<file path="config.mk">
export PLATFORM = sky130hd
export DESIGN_NAME = first_fit_heap_allocator_core_flat
export DESIGN_NICKNAME = d
export VERILOG_FILES = /design/src/sv/ffha_pkg.sv /design/src/sv/ffha_if.sv /design/src/sv/ffha_ram.sv /design/src/sv/ffha_ctrl.sv /design/src/sv/first_fit_heap_allocator_core.sv /design/src/flat_wrapper.sv
export SDC_FILE = /design/constraint.sdc
export NUM_CORES = 2
export LEC_CHECK = 0
export ABC_AREA = 1
export BUFFER_PORTS_ARGS = -buffer_cell sky130_fd_sc_hd__buf_2
export CELL_PAD_IN_SITES_DETAIL_PLACEMENT = 0
export CELL_PAD_IN_SITES_GLOBAL_PLACEMENT = 1
export CORE_ASPECT_RATIO = 1.25
export CORE_MARGIN = 4
export CORE_UTILIZATION = 30
export CTS_CLUSTER_SIZE = 28
export DETAILED_ROUTE_END_ITERATION = 6
export PLACE_DENSITY_LB_ADDON = 0.1
export SETUP_SLACK_MARGIN = 0.5
export SYNTH_ARGS = -nofsm -noshare
export SYNTH_HDL_FRONTEND = slang
export SYNTH_HIERARCHICAL = 1
export SYNTH_SLANG_ARGS = --single-unit
</file>
<file path="constraint.sdc">
create_clock -name clock -period 11.9 [get_ports clock]
set_input_delay 2.38 -clock clock [delete_from_list [all_inputs] [get_ports clock]]
set_output_delay 2.38 -clock clock [all_outputs]
set_load 0.02 [all_outputs]
</file>
<file path="src/sv/ffha_pkg.sv">
// Shared types and constants of the first-fit heap allocator.
// Depends on nothing; the interface, controller and core files use it.
package ffha_pkg;

   localparam int MAX_BLOCKS   = 64;
   localparam int HEAP_BYTES   = 65536;
   localparam int HEADER_BYTES = 16;

   localparam int ADDR_W  = 16;
   localparam int LIMIT_W = 17;
   localparam int IDX_W   = $clog2(MAX_BLOCKS);
   localparam int CNT_W   = $clog2(MAX_BLOCKS + 1);
   localparam int NEED_W  = LIMIT_W + 1;

   localparam int LIMIT_CAP_INT = (HEAP_BYTES < 65536) ? HEAP_BYTES : 65536;
   localparam logic [LIMIT_W-1:0] LIMIT_CAP   = LIMIT_CAP_INT[LIMIT_W-1:0];
   localparam logic [LIMIT_W-1:0] LIMIT_RESET = 17'h10000;

   typedef enum logic [1:0] {
      STAT_OK       = 2'd0,
      STAT_NULL     = 2'd1,
      STAT_NOSPACE  = 2'd2,
      STAT_NOTFOUND = 2'd3
   } status_type;

   typedef enum logic {
      KIND_ALLOC = 1'b0,
      KIND_FREE  = 1'b1
   } kind_type;

   typedef enum logic [1:0] {
      ST_IDLE,
      ST_SCAN,
      ST_TAIL,
      ST_REPLY
   } state_type;

   typedef struct packed {
      logic [ADDR_W-1:0] start;
      logic [ADDR_W-1:0] size;
      logic              free;
   } entry_type;

   localparam int ENTRY_W = $bits(entry_type);

   typedef struct packed {
      logic             we;
      logic [IDX_W-1:0] waddr;
      entry_type        wdata;
      logic [IDX_W-1:0] raddr;
   } mem_req_type;

   typedef struct packed {
      logic              valid;
      logic [ADDR_W-1:0] address;
      status_type        status;
   } result_type;

endpackage

</file>
<file path="src/sv/ffha_if.sv">
// Request and response channel interfaces of the heap allocator.
// Depends on ffha_pkg for field widths.
interface ffha_req_if;
   logic                        valid;
   logic                        ready;
   logic                        kind;
   logic [ffha_pkg::ADDR_W-1:0] request_size;
   logic [ffha_pkg::ADDR_W-1:0] block_address;

   modport source (output valid, kind, request_size, block_address, input ready);
   modport sink (input valid, kind, request_size, block_address, output ready);
endinterface

interface ffha_rsp_if;
   logic                        valid;
   logic                        ready;
   logic [ffha_pkg::ADDR_W-1:0] address;
   logic [1:0]                  status;

   modport source (output valid, address, status, input ready);
   modport sink (input valid, address, status, output ready);
endinterface

</file>
<file path="src/sv/ffha_ram.sv">
// Generic single-write, single-read RAM with a registered read port.
// Depends on nothing.
module ffha_ram #(
   parameter int WIDTH = 8,
   parameter int DEPTH = 16
) (
   input  logic                     clock,
   input  logic                     we,
   input  logic [$clog2(DEPTH)-1:0] waddr,
   input  logic [WIDTH-1:0]         wdata,
   input  logic [$clog2(DEPTH)-1:0] raddr,
   output logic [WIDTH-1:0]         rdata
);
   logic [WIDTH-1:0] mem [DEPTH];
   logic [WIDTH-1:0] rdata_ff;

   always_ff @(posedge clock) begin
      if (we) begin
         mem[waddr] <= wdata;
      end
      rdata_ff <= mem[raddr];
   end

   assign rdata = rdata_ff;
endmodule

</file>
<file path="src/sv/ffha_ctrl.sv">
// Sequencer of the allocator: block table scan, append, trim and heap top.
// Depends on ffha_pkg and ffha_req_if; drives the table RAM through mem_req.
module ffha_ctrl (
   input  logic                          clock,
   input  logic                          reset,
   ffha_req_if.sink                      req,
   input  logic [ffha_pkg::LIMIT_W-1:0]  heap_limit,
   input  logic                          out_open,
   input  logic [ffha_pkg::ENTRY_W-1:0]  mem_rdata,
   output ffha_pkg::mem_req_type         mem_req,
   output ffha_pkg::result_type          result
);
   import ffha_pkg::*;

   state_type         state_ff, state_in;
   logic              kind_ff, kind_in;
   logic [ADDR_W-1:0] size_ff, size_in;
   logic [ADDR_W-1:0] addr_ff, addr_in;
   logic [IDX_W-1:0]  idx_ff, idx_in;
   logic [CNT_W-1:0]  count_ff, count_in;
   logic [LIMIT_W-1:0] top_ff, top_in;
   logic [ADDR_W-1:0] res_addr_ff, res_addr_in;
   status_type        res_status_ff, res_status_in;

   entry_type          entry;
   logic               accept, null_req, hit, last, tail, append_ok;
   logic [NEED_W-1:0]  need;
   logic [LIMIT_W-1:0] lim_eff;
   logic [LIMIT_W-1:0] top_pay;

   assign entry   = entry_type'(mem_rdata);
   assign accept  = req.valid && (state_ff == ST_IDLE);
   assign null_req = (req.kind == KIND_ALLOC) ? (req.request_size == '0)
                                              : (req.block_address == '0);
   assign hit     = (kind_ff == KIND_FREE)
                    ? (({1'b0, entry.start} + LIMIT_W'(HEADER_BYTES)) == {1'b0, addr_ff})
                    : (entry.free && (entry.size >= size_ff));
   assign last    = ((CNT_W'(idx_ff) + CNT_W'(1)) == count_ff);
   assign tail    = (state_ff == ST_TAIL) || ((state_ff == ST_SCAN) && !hit && last);
   assign need    = NEED_W'(top_ff) + NEED_W'(HEADER_BYTES) + NEED_W'(size_ff);
   assign lim_eff = (heap_limit > LIMIT_CAP) ? LIMIT_CAP : heap_limit;
   assign append_ok = (count_ff < CNT_W'(MAX_BLOCKS)) && (need <= NEED_W'(lim_eff));
   assign top_pay = top_ff + LIMIT_W'(HEADER_BYTES);

   assign req.ready = (state_ff == ST_IDLE);

   always_comb begin
      state_in = state_ff;
      unique case (state_ff)
         ST_IDLE: begin
            if (accept) begin
               if (null_req) begin
                  state_in = ST_REPLY;
               end else if (count_ff == '0) begin
                  state_in = ST_TAIL;
               end else begin
                  state_in = ST_SCAN;
               end
            end
         end
         ST_SCAN: begin
            if (hit || last) begin
               state_in = ST_REPLY;
            end
         end
         ST_TAIL: begin
            state_in = ST_REPLY;
         end
         ST_REPLY: begin
            if (out_open) begin
               state_in = ST_IDLE;
            end
         end
         default: state_in = ST_IDLE;
      endcase
   end

   always_comb begin
      kind_in       = kind_ff;
      size_in       = size_ff;
      addr_in       = addr_ff;
      idx_in        = idx_ff;
      count_in      = count_ff;
      top_in        = top_ff;
      res_addr_in   = res_addr_ff;
      res_status_in = res_status_ff;
      mem_req       = '0;
      result        = '0;

      unique case (state_ff)
         ST_IDLE: begin
            mem_req.raddr = '0;
            if (accept) begin
               kind_in       = req.kind;
               size_in       = req.request_size;
               addr_in       = req.block_address;
               idx_in        = '0;
               res_addr_in   = '0;
               res_status_in = null_req ? STAT_NULL : STAT_OK;
            end
         end
         ST_SCAN: begin
            mem_req.raddr = idx_ff + IDX_W'(1);
            if (hit) begin
               res_status_in = STAT_OK;
               if (kind_ff == KIND_ALLOC) begin
                  mem_req.we    = 1'b1;
                  mem_req.waddr = idx_ff;
                  mem_req.wdata = '{start: entry.start, size: entry.size, free: 1'b0};
                  res_addr_in   = entry.start + ADDR_W'(HEADER_BYTES);
               end else if (last) begin
                  count_in = count_ff - CNT_W'(1);
                  top_in   = LIMIT_W'(entry.start);
               end else begin
                  mem_req.we    = 1'b1;
                  mem_req.waddr = idx_ff;
                  mem_req.wdata = '{start: entry.start, size: entry.size, free: 1'b1};
               end
            end else if (!last) begin
               idx_in = idx_ff + IDX_W'(1);
            end
         end
         ST_REPLY: begin
            if (out_open) begin
               result.valid   = 1'b1;
               result.address = res_addr_ff;
               result.status  = res_status_ff;
            end
         end
         default: begin
         end
      endcase

      if (tail) begin
         if (kind_ff == KIND_FREE) begin
            res_status_in = STAT_NOTFOUND;
         end else if (append_ok) begin
            mem_req.we    = 1'b1;
            mem_req.waddr = count_ff[IDX_W-1:0];
            mem_req.wdata = '{start: top_ff[ADDR_W-1:0], size: size_ff, free: 1'b0};
            res_addr_in   = top_pay[ADDR_W-1:0];
            res_status_in = STAT_OK;
            count_in      = count_ff + CNT_W'(1);
            top_in        = need[LIMIT_W-1:0];
         end else begin
            res_status_in = STAT_NOSPACE;
         end
      end
   end

   always_ff @(posedge clock) begin
      if (reset) begin
         state_ff <= ST_IDLE;
         count_ff <= '0;
         top_ff   <= '0;
      end else begin
         state_ff <= state_in;
         count_ff <= count_in;
         top_ff   <= top_in;
      end
      kind_ff       <= kind_in;
      size_ff       <= size_in;
      addr_ff       <= addr_in;
      idx_ff        <= idx_in;
      res_addr_ff   <= res_addr_in;
      res_status_ff <= res_status_in;
   end
endmodule

</file>
<file path="src/sv/first_fit_heap_allocator_core.sv">
// A null request goes straight to the reply; any other reads table entries in order
// (1..64) until a hit or the last one; on an empty table it goes straight to append.
// The RAM reads one entry per cycle; the next request waits until the last is replied.
// Reset clears entry count, heap top and output valid, and sets heap_limit to 65536;
// table contents need no clearing.
// Top level: holds the limit register and response register, instantiates RAM and ctrl.
module first_fit_heap_allocator_core (
   input  logic                         clock,
   input  logic                         reset,
   ffha_req_if.sink                     req,
   ffha_rsp_if.source                   rsp,
   input  logic                         csr_write_enable,
   input  logic [ffha_pkg::LIMIT_W-1:0] csr_write_data
);
   import ffha_pkg::*;

   logic [LIMIT_W-1:0] limit_ff;
   logic               rsp_valid_ff, rsp_valid_in;
   logic [ADDR_W-1:0]  rsp_addr_ff, rsp_addr_in;
   logic [1:0]         rsp_status_ff, rsp_status_in;

   logic               out_open;
   mem_req_type        mem_req;
   result_type         result;
   logic [ENTRY_W-1:0] mem_rdata;

   assign out_open = !rsp_valid_ff || rsp.ready;

   ffha_ram #(
      .WIDTH(ENTRY_W),
      .DEPTH(MAX_BLOCKS)
   ) u_table (
      .clock (clock),
      .we    (mem_req.we),
      .waddr (mem_req.waddr),
      .wdata (ENTRY_W'(mem_req.wdata)),
      .raddr (mem_req.raddr),
      .rdata (mem_rdata)
   );

   ffha_ctrl u_ctrl (
      .clock      (clock),
      .reset      (reset),
      .req        (req),
      .heap_limit (limit_ff),
      .out_open   (out_open),
      .mem_rdata  (mem_rdata),
      .mem_req    (mem_req),
      .result     (result)
   );

   always_comb begin
      rsp_valid_in  = rsp_valid_ff && !rsp.ready;
      rsp_addr_in   = rsp_addr_ff;
      rsp_status_in = rsp_status_ff;
      if (result.valid) begin
         rsp_valid_in  = 1'b1;
         rsp_addr_in   = result.address;
         rsp_status_in = 2'(result.status);
      end
   end

   always_ff @(posedge clock) begin
      if (reset) begin
         limit_ff     <= LIMIT_RESET;
         rsp_valid_ff <= 1'b0;
      end else begin
         if (csr_write_enable) begin
            limit_ff <= csr_write_data;
         end
         rsp_valid_ff <= rsp_valid_in;
      end
      rsp_addr_ff   <= rsp_addr_in;
      rsp_status_ff <= rsp_status_in;
   end

   assign rsp.valid   = rsp_valid_ff;
   assign rsp.address = rsp_addr_ff;
   assign rsp.status  = rsp_status_ff;
endmodule
</file>
<file path="src/flat_wrapper.sv">
// flat-port wrapper written by rule: the top's interface ports become plain ports
module first_fit_heap_allocator_core_flat import ffha_pkg::*;
  (clock, reset, csr_write_enable, csr_write_data, req_valid, req_kind, req_request_size, req_block_address, req_ready, rsp_valid, rsp_address, rsp_status, rsp_ready);
  ffha_req_if req_i ();
  ffha_rsp_if rsp_i ();
  input  logic clock;
  input  logic reset;
  input  logic csr_write_enable;
  input  logic [ffha_pkg::LIMIT_W-1:0] csr_write_data;
  input wire logic [$bits(req_i.valid)-1:0] req_valid;
  input wire logic [$bits(req_i.kind)-1:0] req_kind;
  input wire logic [$bits(req_i.request_size)-1:0] req_request_size;
  input wire logic [$bits(req_i.block_address)-1:0] req_block_address;
  output wire logic [$bits(req_i.ready)-1:0] req_ready;
  output wire logic [$bits(rsp_i.valid)-1:0] rsp_valid;
  output wire logic [$bits(rsp_i.address)-1:0] rsp_address;
  output wire logic [$bits(rsp_i.status)-1:0] rsp_status;
  input wire logic [$bits(rsp_i.ready)-1:0] rsp_ready;
  assign req_i.valid = req_valid;
  assign req_i.kind = req_kind;
  assign req_i.request_size = req_request_size;
  assign req_i.block_address = req_block_address;
  assign req_ready = req_i.ready;
  assign rsp_valid = rsp_i.valid;
  assign rsp_address = rsp_i.address;
  assign rsp_status = rsp_i.status;
  assign rsp_i.ready = rsp_ready;
  first_fit_heap_allocator_core u_core (.clock(clock), .reset(reset), .req(req_i), .rsp(rsp_i), .csr_write_enable(csr_write_enable), .csr_write_data(csr_write_data));
endmodule
</file>
==> out/metrics.csv <==
metric,value,unit
count of TritonRoute iterations in the first routing pass,6,
CTS root buf,sky130_fd_sc_hd__clkbuf_16,
detail-routed via count per cell,4.98,
Clock Latency Late Sink,0.92,ns
fill cell count,31175,
"Req. time, crit path",12.41,ns
clk sinks,2264,
horizontal die dimension,509,microns
setup repair after global routing missed its margin,no,
Yosys reg bits,2264,
sequential cell area,67100,sq um
Synthesis Warnings,6,
Least-Margin Pin Slew,1.35,ns
XOR/XNOR Fraction of Synth Area,0.368,%
worst-case register-to-register setup slack,4.45,ns
number of flops mapped to enable cells by yosys,2171,
Max Clock Skew,0.0533,ns
crit end category,flop,
placeable core region,312000,sq um
floorplan die area,323000,sq um
number of antenna violations at the first check in global routing,13,
initial cell density of the core,30.2,%
global-route wire length before repair,475000,microns
hold-fix buffer count after cts,0,
proportion of layout cells with a drive suffix above 1,8.28,%
fin nets,8236,
Post-Syn Area,94100,sq um
Lkg Pwr,37.2,nW
Tot GR Track Use,20.5,%
overall overflow remaining after global route,0,
pin count of the biggest net entering global routing,155,
worst relative slew slack,9.47,%
via count,62182,
outcome,finished clean,
Final Hold Vio Count,0,
Die Y-Extent,634,microns
clock period minus worst slack,7.45,ns
number of global-route vias before repair,59582,
power per cell area,217,nW/um^2
top-level I/O count,75,
count of buffers inserted at the top-level ports,74,
post-DP HPWL,197000,microns
CP Class,reg2reg,
area taken by multi-input logic gates,24400,sq um
largest buffer count on any clock path,4,
sequential cell area fraction in the yosys report,71.2,%
"CTS clk-pin slew, worst paths",0.06,ns
quantity of gates resized following cts,0,
post-detailed-routing wire length,338000,microns
combinational family with the most area after synthesis,simple AND/OR/NAND/NOR gates,
area of placed instances,99100,sq um
Min-Delay Path Class,reg2reg,
Max Transition Viols Final,0,
Post-CTS Setup Repair Bufs,0,
Worst EP arrival,7.96,ns
number of library cell types mapped by synthesis,47,
Setup Viol. Count Final,0,
simple-gate area share of the yosys netlist,22.4,%
max cap viols,0,
instance count of the mapped netlist,8122,
post-synth net total,8252,
post-route setup TNS,0,ns
share of synthesized flip-flops with an asynchronous set or reset,0,%
post-synthesis compound-gate area fraction,1.21,%
top_reg_cell synth,sky130_fd_sc_hd__edfxtp_1,
# H-tree levels,4,
fraction of the cycle the final worst path needs,62.6,%
type of origin of the critical path,flop,
DRC violations left,0,
multiplexer area fraction after synthesis,0.0106,%
Final Instance Area,107000,sq um
DRT antenna net count,0,
Iteration-0 DRC Markers,5386,
Max Clock Freq,134,MHz
WL per Instance,27.1,microns
number of placement rows,229,
adder-cell share of the synthesized area,1.00,%
clock tree from TritonCTS,built,
signed area change from the synthesized netlist to the final layout,13.2,%
post-synthesis average cell area,11.6,sq um
VDD IR-drop max,0.122,mV
TritonCTS Buffers,247,
final total power,23.1,mW
critical-path maximum fanout,33,
RePlAce Congestion,0.836,
[Yosys cell counts (13+ instances only)]
cell type	count	area (sq um)
sky130_fd_sc_hd__nand2_1	2548	9560
sky130_fd_sc_hd__edfxtp_1	2171	65200
sky130_fd_sc_hd__nand3_1	2041	10200
sky130_fd_sc_hd__buf_2	226	1130
sky130_fd_sc_hd__nor2_1	195	732
sky130_fd_sc_hd__inv_1	150	563
sky130_fd_sc_hd__dfxtp_1	93	1860
sky130_fd_sc_hd__clkbuf_1	92	345
sky130_fd_sc_hd__o21ai_0	92	460
sky130_fd_sc_hd__ha_1	74	926
sky130_fd_sc_hd__buf_6	69	777
sky130_fd_sc_hd__a21oi_1	60	300
sky130_fd_sc_hd__buf_1	57	214
sky130_fd_sc_hd__buf_4	51	383
sky130_fd_sc_hd__xor2_1	31	272
sky130_fd_sc_hd__o21ai_1	27	135
sky130_fd_sc_hd__nand4_1	22	138
sky130_fd_sc_hd__nor4_1	21	131
sky130_fd_sc_hd__o22ai_1	16	100
sky130_fd_sc_hd__nor2_2	14	87.6
sky130_fd_sc_hd__nor3_1	13	65.1
[power breakdown]
part	internal [mW]	total (mW)	switching, mW
Combinational	1.45	6.47	5.02
Sequential	9.16	9.35	0.189
Clock	4.08	7.27	3.19
Total	14.7	23.1	8.40
[metrics by stage]
step,hold slack [ns],std cells,worst slack [ns],util (%)
2_1_floorplan,0.466,8122,4.01,-
3_3_place_gp,0.507,12015,4.26,31.8
3_5_place_dp,0.513,12015,4.38,31.8
4_1_cts,0.528,12460,4.36,34.2
5_1_grt,0.540,12461,3.85,34.2
6_report,0.520,12474,4.45,34.2
[critical path, cell delays in order (launching register included)]
cell and delay [ns]:
sky130_fd_sc_hd__edfxtp_1 0.40, sky130_fd_sc_hd__ha_1 0.31, sky130_fd_sc_hd__ha_1 0.22, sky130_fd_sc_hd__fa_1 0.41
sky130_fd_sc_hd__nand3_1 0.09, sky130_fd_sc_hd__nand3_1 0.14, sky130_fd_sc_hd__nand2_1 0.10, sky130_fd_sc_hd__nand2_1 0.11
sky130_fd_sc_hd__nand2_1 0.08, sky130_fd_sc_hd__a21oi_1 0.09, sky130_fd_sc_hd__nand2_1 0.08, sky130_fd_sc_hd__nand2_1 0.08
sky130_fd_sc_hd__xor2_1 0.25, sky130_fd_sc_hd__ha_1 0.29, sky130_fd_sc_hd__nand2_1 0.12, sky130_fd_sc_hd__nor2_1 0.06
sky130_fd_sc_hd__a211oi_1 0.19, sky130_fd_sc_hd__nor3_1 0.08, sky130_fd_sc_hd__nor2_1 0.12, sky130_fd_sc_hd__nand3_1 0.13
sky130_fd_sc_hd__a21oi_2 0.26, sky130_fd_sc_hd__nand3_4 0.23, sky130_fd_sc_hd__nand2_2 0.74, sky130_fd_sc_hd__o22ai_1 0.32
sky130_fd_sc_hd__inv_1 0.20, sky130_fd_sc_hd__nand3_1 0.72, sky130_fd_sc_hd__nor2_4 1.19
[cell type report]
type / count / share of cell area [%]
Multi-Input combinational cell: 5199 / 22.9
Inverter: 158 / 0.611
Tap cell: 4158 / 4.88
Antenna cell: 14 / 0.0329
Timing Repair Buffer: 236 / 1.65
Sequential cell: 2264 / 62.9
Clock inverter: 125 / 0.809
Clock buffer: 320 / 6.16
[registers in the layout (all words and copies together), names as in the netlist]
name and cells:
u_core/u_ctrl/res_status_ff 2, u_core/u_ctrl/addr_ff 16, u_core/u_ctrl/state_ff 2, u_core/u_table/rdata 33
u_core/rsp.address 16, u_core/u_ctrl/count_ff 7, u_core/u_ctrl/idx_ff 6, u_core/u_ctrl/top_ff 17
u_core/u_table/mem 2112, u_core/u_ctrl/res_addr_ff 16, u_core/u_ctrl/size_ff 16, u_core/rsp.status 2
u_core/limit_ff 17, u_core/rsp.valid 1, u_core/u_ctrl/kind_ff 1
[cell families after synthesis]
logic type               Yosys count
multiplexers                       1
flip-flops                      2264
AO/OA/AOI/OAI                    213
adder cells (fa/ha/maj)           75
buffers and inverters            659
AND/OR/NAND/NOR                 4872
XOR/XNOR                          38
[final timing paths]
kind / start / endpoint / cells after the start
worst max-delay path: u_core/u_ctrl/size_ff[1] / u_core/u_table/mem[37][10] / 26
worst min-delay path: u_core/rsp.valid / u_core/rsp.valid / 2
worst max register to register: u_core/u_ctrl/size_ff[1] / u_core/u_table/mem[37][10] / 26
worst min register to register: u_core/rsp.valid / u_core/rsp.valid / 2
[metal layers]
layer	GRT usage (%)	vias up	wire length, microns	share of wire, %
li1	-	28654	-	-
met1	29.4	31728	156000	46
met2	33.5	1467	160000	47
met3	2.09	333	14200	4.2
met4	4.60	0	7650	2.3
met5	0	-	0	0
[cells in the final DEF (no fill, tap or decap), types with 4 or more instances in the layout]
| cell type | count |
|---|---|
| sky130_fd_sc_hd__clkbuf_16 | 251 |
| sky130_fd_sc_hd__buf_12 | 14 |
| sky130_fd_sc_hd__clkinv_2 | 38 |
| sky130_fd_sc_hd__ha_1 | 74 |
| sky130_fd_sc_hd__a21oi_1 | 60 |
| sky130_fd_sc_hd__nand3_1 | 2041 |
| sky130_fd_sc_hd__edfxtp_1 | 2171 |
| sky130_fd_sc_hd__nand3b_1 | 4 |
| sky130_fd_sc_hd__nand2_1 | 2548 |
| sky130_fd_sc_hd__o211ai_1 | 8 |
| sky130_fd_sc_hd__buf_2 | 74 |
| sky130_fd_sc_hd__o22ai_1 | 9 |
| sky130_fd_sc_hd__nand3_2 | 4 |
| sky130_fd_sc_hd__nand4_1 | 22 |
| sky130_fd_sc_hd__nor2_2 | 14 |
| sky130_fd_sc_hd__o21ai_0 | 66 |
| sky130_fd_sc_hd__nor4_2 | 8 |
| sky130_fd_sc_hd__nor3_1 | 13 |
| sky130_fd_sc_hd__clkbuf_1 | 67 |
| sky130_fd_sc_hd__inv_1 | 146 |
| sky130_fd_sc_hd__dfxtp_1 | 93 |
| sky130_fd_sc_hd__xor2_1 | 31 |
| sky130_fd_sc_hd__buf_4 | 148 |
| sky130_fd_sc_hd__nor4_1 | 13 |
| sky130_fd_sc_hd__diode_2 | 14 |
| sky130_fd_sc_hd__nor2_1 | 133 |
| sky130_fd_sc_hd__o21ai_4 | 24 |
| sky130_fd_sc_hd__xnor2_1 | 6 |
| sky130_fd_sc_hd__clkinv_1 | 70 |
| sky130_fd_sc_hd__bufinv_16 | 11 |
| sky130_fd_sc_hd__inv_8 | 6 |
| sky130_fd_sc_hd__nand2_2 | 5 |
| sky130_fd_sc_hd__o21ai_1 | 29 |
| sky130_fd_sc_hd__nor2_4 | 62 |
| sky130_fd_sc_hd__o22ai_4 | 7 |
No activity file was read; power rests on OpenSTA's default activity.
